$ cat src/hdl/crc16chk_pkg.sv
`timescale 1ns / 1ps
// ----------------------------------------------------------------------------
// crc16chk_pkg
// Shared types, constants and the byte-wide CRC-16/CCITT-FALSE update.
// ----------------------------------------------------------------------------
package crc16chk_pkg;

    localparam int unsigned BYTE_W   = 8;
    localparam int unsigned LEN_W    = 16;
    localparam int unsigned CRC_W    = 16;
    localparam int unsigned CFG_IDX_W = 2;

    localparam logic [CRC_W-1:0] CRC_INIT       = 16'hFFFF;
    localparam logic [LEN_W-1:0] MIN_FRAME_LEN  = 16'd4;
    localparam logic [LEN_W-1:0] COUNT_MAX      = 16'hFFFF;
    localparam logic [LEN_W-1:0] MIN_LEN_RESET  = 16'd8;
    localparam logic [BYTE_W-1:0] ID_RESET      = 8'h00;

    // configuration register indexes
    typedef enum logic [CFG_IDX_W-1:0] {
        CFG_MIN_LENGTH = 2'd0,
        CFG_ID_FIRST   = 2'd1,
        CFG_ID_SECOND  = 2'd2
    } cfg_idx_t;

    typedef enum logic [2:0] {
        ST_VALID     = 3'd0,
        ST_TOO_SMALL = 3'd1,
        ST_ID_ERROR  = 3'd2,
        ST_TOO_SHORT = 3'd3,
        ST_TOO_LONG  = 3'd4,
        ST_CRC_ERROR = 3'd5
    } status_t;

    typedef struct packed {
        logic [LEN_W-1:0]  min_length;
        logic [BYTE_W-1:0] id_first;
        logic [BYTE_W-1:0] id_second;
    } cfg_t;

    typedef struct packed {
        logic             done;
        status_t          status;
        logic [LEN_W-1:0] length;
    } result_t;

    // poly 0x1021, msb first, one byte per call
    function automatic logic [CRC_W-1:0] crc_feed(input logic [CRC_W-1:0] crc,
                                                   input logic [BYTE_W-1:0] b);
        logic [BYTE_W-1:0] x;
        x = crc[15:8] ^ b;
        x = x ^ {4'h0, x[7:4]};
        return {crc[7:0], 8'h00} ^ {x[3:0], 12'h000} ^ {3'b000, x, 5'b00000}
               ^ {8'h00, x};
    endfunction

endpackage

$ cat src/hdl/crc16chk_frame.sv
`timescale 1ns / 1ps
// ----------------------------------------------------------------------------
// crc16chk_frame
// Per-packet state: byte count, id match, length field, running crc and the
// two-byte tail delay line. Produces the packet status on the marked byte.
// ----------------------------------------------------------------------------
module crc16chk_frame
    import crc16chk_pkg::*;
(
    input  logic              clk,
    input  logic              rst_n,
    input  logic              byte_en,
    input  logic [BYTE_W-1:0] data_byte,
    input  logic              last_byte,
    input  cfg_t              cfg,
    output result_t           result
);

    logic [LEN_W-1:0]  count_reg,    count_next;
    logic              ovf_reg,      ovf_next;
    logic [CRC_W-1:0]  crc_reg,      crc_next;
    logic [BYTE_W-1:0] tail0_reg,    tail0_next;
    logic [BYTE_W-1:0] tail1_reg,    tail1_next;
    logic [1:0]        id_match_reg, id_match_next;
    logic [LEN_W-1:0]  decl_reg,     decl_next;

    logic [LEN_W-1:0]  cnt_upd;
    logic              ovf_upd;
    logic [CRC_W-1:0]  crc_upd;
    logic [1:0]        id_upd;
    logic [LEN_W-1:0]  decl_upd;
    logic [CRC_W-1:0]  crc_sent;
    status_t           status;

    always_comb
    begin
        id_upd   = id_match_reg;
        decl_upd = decl_reg;
        case (count_reg)
            16'd0:   id_upd[0] = (data_byte == cfg.id_first);
            16'd1:   id_upd[1] = (data_byte == cfg.id_second);
            16'd2:   decl_upd[15:8] = data_byte;
            16'd3:   decl_upd[7:0]  = data_byte;
            default: ;
        endcase

        // crc runs over the byte leaving the delay line
        crc_upd = (|count_reg[LEN_W-1:1]) ? crc_feed(crc_reg, tail0_reg) : crc_reg;

        ovf_upd = ovf_reg | (count_reg == COUNT_MAX);
        cnt_upd = (count_reg == COUNT_MAX) ? count_reg : count_reg + 16'd1;

        crc_sent = {tail1_reg, data_byte};

        if (cnt_upd < MIN_FRAME_LEN || cnt_upd < cfg.min_length)
            status = ST_TOO_SMALL;
        else if (id_upd != 2'b11)
            status = ST_ID_ERROR;
        else if (!ovf_upd && decl_upd > cnt_upd)
            status = ST_TOO_SHORT;
        else if (ovf_upd || decl_upd < cnt_upd)
            status = ST_TOO_LONG;
        else if (crc_sent != crc_upd)
            status = ST_CRC_ERROR;
        else
            status = ST_VALID;

        result.done   = byte_en & last_byte;
        result.status = status;
        result.length = cnt_upd;

        count_next    = count_reg;
        ovf_next      = ovf_reg;
        crc_next      = crc_reg;
        tail0_next    = tail0_reg;
        tail1_next    = tail1_reg;
        id_match_next = id_match_reg;
        decl_next     = decl_reg;
        if (byte_en)
        begin
            if (last_byte)
            begin
                count_next    = '0;
                ovf_next      = 1'b0;
                crc_next      = CRC_INIT;
                tail0_next    = '0;
                tail1_next    = '0;
                id_match_next = '0;
                decl_next     = '0;
            end
            else
            begin
                count_next    = cnt_upd;
                ovf_next      = ovf_upd;
                crc_next      = crc_upd;
                tail0_next    = tail1_reg;
                tail1_next    = data_byte;
                id_match_next = id_upd;
                decl_next     = decl_upd;
            end
        end
    end

    always_ff @(posedge clk or negedge rst_n)
    begin
        if (!rst_n)
        begin
            count_reg    <= '0;
            ovf_reg      <= 1'b0;
            crc_reg      <= CRC_INIT;
            tail0_reg    <= '0;
            tail1_reg    <= '0;
            id_match_reg <= '0;
            decl_reg     <= '0;
        end
        else
        begin
            count_reg    <= count_next;
            ovf_reg      <= ovf_next;
            crc_reg      <= crc_next;
            tail0_reg    <= tail0_next;
            tail1_reg    <= tail1_next;
            id_match_reg <= id_match_next;
            decl_reg     <= decl_next;
        end
    end

endmodule

$ cat config.mk
export PLATFORM = sky130hd
export DESIGN_NAME = crc16chk_frame
export DESIGN_NICKNAME = d
export VERILOG_FILES = /design/src/hdl/crc16chk_pkg.sv /design/src/hdl/crc16chk_frame.sv
export SDC_FILE = /design/constraint.sdc
export NUM_CORES = 1
export LEC_CHECK = 0
export BUFFER_PORTS_ARGS = -buffer_cell sky130_fd_sc_hd__buf_2
export CAP_MARGIN = 0
export CORE_ASPECT_RATIO = 2
export CORE_MARGIN = 2
export CORE_UTILIZATION = 41
export CTS_CLUSTER_SIZE = 10
export DETAILED_ROUTE_END_ITERATION = 12
export GPL_ROUTABILITY_DRIVEN = 0
export GPL_TIMING_DRIVEN = 1
export PLACE_DENSITY = 0.72
export SETUP_SLACK_MARGIN = 0.1
export SYNTH_ARGS = -nofsm -noshare
export SYNTH_HDL_FRONTEND = slang
export SYNTH_SLANG_ARGS = --single-unit
export TNS_END_PERCENT = 50
$ cat constraint.sdc
create_clock -name clk -period 8.1 [get_ports clk]
set_input_delay 0.405 -clock clk [delete_from_list [all_inputs] [get_ports clk]]
set_output_delay 0.405 -clock clk [all_outputs]
set_load 0.03 [all_outputs]
======== Word level (Yosys, flattened, before mapping) ========
Cells that the tools add are included.
operators by class
  add/subtract/negate cells ............... 1
  $mul .................................... 0
  div/mod/pow operators ................... 0
  order comparisons ....................... 4
  equal/unequal tests ..................... 8
  shift operators ......................... 0
  multiplexer cells ....................... 18
  bitwise logic cells ..................... 7
  reduce and logical (&&, ||, !) cells .... 6
operators by type and width
  operator                                              number
  two-way mux 16 bit                                    5
  equality test 16 x 2 -> 1 bit, second input constant  2
  < comparator 16 bit                                   2
  two-way mux 8 bit                                     4
  adder 16 x 1 -> 16 bit, second input constant         1
  equality test 16 x 1 -> 1 bit, second input constant  1
  equality test 16 bit, second input constant           1
  equality test 8 bit                                   2
  > comparator 16 bit                                   1
  zero test 16 bit                                      1
  < comparator 16 x 3 -> 1 bit, second input constant   1
  != test 16 bit                                        1
  bitwise XOR 16 x 13 -> 16 bit                         1
  bitwise XOR 16 bit                                    1
  bitwise XOR 16 x 8 -> 16 bit                          1
  two-way mux 3 bit                                     5
  OR reduction 15 bit                                   1
  bitwise XOR 8 x 4 -> 8 bit                            1
  bitwise XOR 8 bit                                     1
  two-way mux 1 bit                                     3
  logical OR 1 bit                                      2
  two-way mux 2 bit                                     1
  != test 2 bit, second input constant                  1
  bitwise AND 1 bit                                     1
  other kinds (3)                                       3
word-level totals
  register bits ........................... 67
  latch bits .............................. 0
  bits in writable memories ............... 0
  memory bits (read-only) ................. 0
  input port bits ......................... 44
  output and inout port bits .............. 20
  logic and storage cells ................. 51
  memories kept ........................... 0

======== Logic depth before layout (Yosys ltp) ========
  word-level depth ........................ 12
  mapped depth ............................ 16
  mapped depth without buffers ............ 15

======== Worst setup path after synthesis ========
No wires, ideal clock.
  path kind ............................... reg2out
  start point ............................. register count_reg[4]
  end point ............................... output result[17] (netlist name)
  data arrival time ....................... 3.690 ns
  data required time ...................... 7.695 ns
  slack ................................... 4.005 ns
  stages on the path, launching flop included .. 14
  path buffers ............................ 1
  path through ............................ dfrtp_1 > clkbuf_1 > nand4_1 > or3_1 > nor3_1 > mux2i_1 > inv_1 > ha_1 > and3_1 > nand3_1 > nor4_1 > a31oi_1 > a41oi_1 > a21boi_1
RTL lines
  item                    line                   source
  from (decl)             crc16chk_frame.sv:19   logic [LEN_W-1:0] count_reg, count_next;
  from (signal assigned)  crc16chk_frame.sv:118  count_reg <= count_next;
  to (decl)               crc16chk_frame.sv:16   output result_t result

==> flow_summary.rst <==
.. list-table::
   :header-rows: 1

   * - Metric
     - Value
   * - Status
     - finished, final reports clean
   * - End of the worst register-to-register path
     - count_reg[8]
   * - Chip height
     - between 150 and 200 um
   * - Number of nets in the layout
     - about 730
   * - Total of hold buffers inserted after clock tree synthesis
     - 0
   * - Die Span X
     - about 84 um
   * - Mean post-synth cell area
     - about 8.6 um2
   * - Overflow left after global routing
     - 0
   * - Post-synth top area share
     - about 25%
   * - Share of synthesized flip-flops with an asynchronous set or reset
     - between 90% and 100%
   * - Number of failing hold endpoints at the final stage
     - 0
   * - Sum of negative setup slack
     - 0 ns
   * - Min-Delay Path Class
     - in2async
   * - Iteration count of the initial detailed-routing pass
     - 5
   * - Buffer depth of the longest clock path
     - 2
   * - Number of unique standard cell types used by synthesis
     - 60
   * - Register clock-pin slew on the reported worst setup and hold paths
     - about 0.060 ns
   * - Post-CTS setup buffer count
     - 0
   * - Required time of the critical path
     - 7.70 ns
   * - Final min period
     - a little over 5 ns
   * - Number of sinks driven by the clock tree
     - 67
   * - Top cells by count, synth
     - sky130_fd_sc_hd__inv_1 (82), sky130_fd_sc_hd__o21ai_0 (58), sky130_fd_sc_hd__nand2_1 (54), sky130_fd_sc_hd__xnor2_1 (54), sky130_fd_sc_hd__dfrtp_1 (51)
   * - Max Freq
     - slightly below 200 MHz
   * - Total Routing Usage GR
     - 23.1%
   * - Vias/cell
     - between 5 and 6
   * - Cell area after synthesis
     - between 0.005 and 0.006 mm2
   * - Fraction of final layout cells with drive strength greater than 1
     - between 10% and 20%
   * - DR DRC count
     - 0
   * - Total of warnings raised by yosys
     - 0
   * - Final WL
     - roughly 16000 um
   * - Portion of the post-synthesis area used by sequential elements
     - between 30% and 40%
   * - I/O pin cnt
     - 64
   * - Inserted Diodes
     - 0
   * - Top area cells in the synthesized netlist
     - sky130_fd_sc_hd__dfrtp_1 (25%), sky130_fd_sc_hd__xnor2_1 (9.1%), sky130_fd_sc_hd__dfstp_2 (8.1%), sky130_fd_sc_hd__ha_1 (7.0%), sky130_fd_sc_hd__inv_1 (5.9%)
   * - Number of nets produced by synthesis
     - 680
   * - Initial cell density of the core
     - 41.6%
   * - Setup repair after global routing missed its margin
     - false
   * - Post-cts repair resize count
     - 0
   * - Routed via count
     - between 4000 and 5000
   * - Row count
     - 58
   * - Reg-to-Reg Start
     - count_reg[1]
   * - Clock Latency Late Sink
     - between 0.3 and 0.4 ns
   * - Slew at the pin closest to its max-slew limit
     - between 1 and 1.5 ns
   * - Count of buffers from port buffering
     - 63
   * - Layout overhead on the synthesized area
     - 13.9%
   * - DP HPWL
     - 11800 um
   * - Final Slew Violations
     - 0
   * - Initial antenna violation count
     - 0
   * - Count of routing violations after the opening detailed-route iteration
     - approximately 360
   * - Routed Antenna Nets
     - 0
   * - Power per cell area
     - 224 mW/mm2
   * - Primary flip-flop cell chosen by synthesis mapping
     - sky130_fd_sc_hd__dfrtp_1
   * - Worst reg2reg path depth
     - 6
   * - First-pass GRT wire length
     - roughly 25000 um
   * - Slew headroom
     - ~19%
   * - Critical path launch point type
     - flip-flop
   * - Cells after synthesis
     - approximately 610
   * - Final critical-path share of the clock period
     - a little under two thirds
   * - Largest net degree at the start of global routing
     - around 70
   * - Total of endpoints with negative setup slack in the final report
     - 0
   * - Leak
     - 0.00277 uW
   * - Yosys reg bits
     - 67
   * - Total chip power
     - 1330 uW
   * - Number of global-route vias before repair
     - 4779
   * - H-tree depth reported by CTS
     - 3
   * - CP Class
     - reg2out
   * - Fin Clk Skew
     - slightly below 0.008 ns
   * - Kind of capture point of the worst setup path
     - output pin
   * - Cell taking the most area after synthesis
     - sky130_fd_sc_hd__dfrtp_1
   * - Number of enable-type register cells in the synthesized netlist
     - 0
   * - Fill count
     - about 1200
   * - Worst ir drop on vdd
     - 0.000124 V
   * - Most common cell in the synthesized netlist
     - sky130_fd_sc_hd__inv_1
   * - Worst Setup Slack, final
     - between 2 and 3 ns
   * - Pre-CTS setup slack
     - around 3.5 ns
   * - Core box area
     - around 0.012 mm2
   * - Die area
     - between 0.01 and 0.015 mm2
   * - CTS root buf
     - sky130_fd_sc_hd__clkbuf_16
   * - Flop2flop setup slack
     - about 5.1 ns
   * - Worst-path fanout max
     - 13
   * - TritonCTS buffer count
     - 9
   * - Data arrival time at the worst-slack endpoint
     - approximately 4.7 ns
   * - Max capacitance violation total
     - 0
   * - Per-cell routed wire length
     - 19.2 um
   * - TritonCTS clock tree
     - yes
==> cell type report <==
class	instances	area (um2)	share of cell area, %
clock buffer	10	239	4.04
clock inverter	6	65.1	1.10
inverter	83	312	5.26
multi-input combinational	428	3080	52.0
sequential	67	1700	28.6
tap	150	188	3.17
timing repair buffer	67	345	5.83
==> metrics by stage <==
step	hold WS [ns]	area [um2]	std cells	util [%]
2_1_floorplan	0.109	5200	607	-
3_3_place_gp	0.463	5620	795	45.0
3_5_place_dp	0.480	5620	795	45.0
4_1_cts	0.307	5920	811	47.4
5_1_grt	0.343	5920	811	47.4
6_report	0.266	5920	811	47.4
==> per-layer routing <==
layer  track usage (%)  part of all wire [%]
met1              23.2                    35
met2              41.2                    51
met3              4.04                   5.8
met4              18.6                   8.6
met5                 0                     0
==> worst max path at each step <==
stage	from	end	slack, ns
5_1_grt	count_reg[1]	result[17]	2.59
3_3_place_gp	count_reg[1]	result[17]	3.59
3_5_place_dp	count_reg[1]	result[17]	3.47
2_1_floorplan	count_reg[4]	result[17]	4.00
4_1_cts	count_reg[1]	result[17]	3.07
6_report	count_reg[1]	result[17]	2.97
==> cell families after synthesis <==
family          share of synthesized area (%)
buf+inv                                  8.16
compound gates                           16.2
simple gates                             17.5
flops                                    32.6
fa+ha+maj                                7.17
mux                                      3.92
xor+xnor                                 14.4
==> critical path, stage by stage (launching register included) <==
cell                       delay (ns)
sky130_fd_sc_hd__dfrtp_1         0.46
sky130_fd_sc_hd__ha_1            0.31
sky130_fd_sc_hd__nand3_1         0.21
sky130_fd_sc_hd__nor4_2          1.06
sky130_fd_sc_hd__nor3_1          0.14
sky130_fd_sc_hd__xnor2_1         0.38
sky130_fd_sc_hd__inv_1           0.11
sky130_fd_sc_hd__ha_1            0.28
sky130_fd_sc_hd__o21ai_0         0.09
sky130_fd_sc_hd__nand2b_1        0.08
sky130_fd_sc_hd__a21oi_1         0.06
sky130_fd_sc_hd__nor4_1          0.19
sky130_fd_sc_hd__a31oi_1         0.13
sky130_fd_sc_hd__a41oi_1         0.38
sky130_fd_sc_hd__a21boi_1        0.27
sky130_fd_sc_hd__buf_2           0.23
==> cell usage in the layout (no fill, tap or decap), types with 3 or more instances in the layout <==
cell type / count
sky130_fd_sc_hd__inv_1: 82
sky130_fd_sc_hd__buf_2: 63
sky130_fd_sc_hd__o21ai_0: 58
sky130_fd_sc_hd__nand2_1: 54
sky130_fd_sc_hd__xnor2_1: 54
sky130_fd_sc_hd__dfrtp_1: 51
sky130_fd_sc_hd__ha_1: 29
sky130_fd_sc_hd__a21oi_1: 23
sky130_fd_sc_hd__nor2_1: 22
sky130_fd_sc_hd__o22ai_1: 18
sky130_fd_sc_hd__mux2i_1: 17
sky130_fd_sc_hd__nand4_1: 16
sky130_fd_sc_hd__nand3_1: 16
sky130_fd_sc_hd__dfstp_2: 16
sky130_fd_sc_hd__nor3_1: 13
sky130_fd_sc_hd__xor2_1: 11
sky130_fd_sc_hd__nand3b_1: 10
sky130_fd_sc_hd__clkbuf_16: 9
sky130_fd_sc_hd__xnor3_1: 6
sky130_fd_sc_hd__o22a_1: 6
sky130_fd_sc_hd__nor4_1: 4
sky130_fd_sc_hd__or3_1: 4
sky130_fd_sc_hd__and3_1: 4
sky130_fd_sc_hd__o21ai_1: 4
sky130_fd_sc_hd__buf_4: 4
sky130_fd_sc_hd__nor4b_1: 3
sky130_fd_sc_hd__mux2_2: 3
sky130_fd_sc_hd__o21a_1: 3
sky130_fd_sc_hd__a21boi_0: 3
sky130_fd_sc_hd__a21o_1: 3
sky130_fd_sc_hd__nor2b_1: 3
sky130_fd_sc_hd__o31ai_1: 3
sky130_fd_sc_hd__a41oi_1: 3
==> power by group <==
part / internal (uW) / switching (uW) / total (uW)
Clock: 246 / 154 / 401
Sequential: 387 / 38.5 / 426
Combinational: 230 / 273 / 503
Total: 864 / 465 / 1330
No activity file was read; power rests on OpenSTA's default activity.
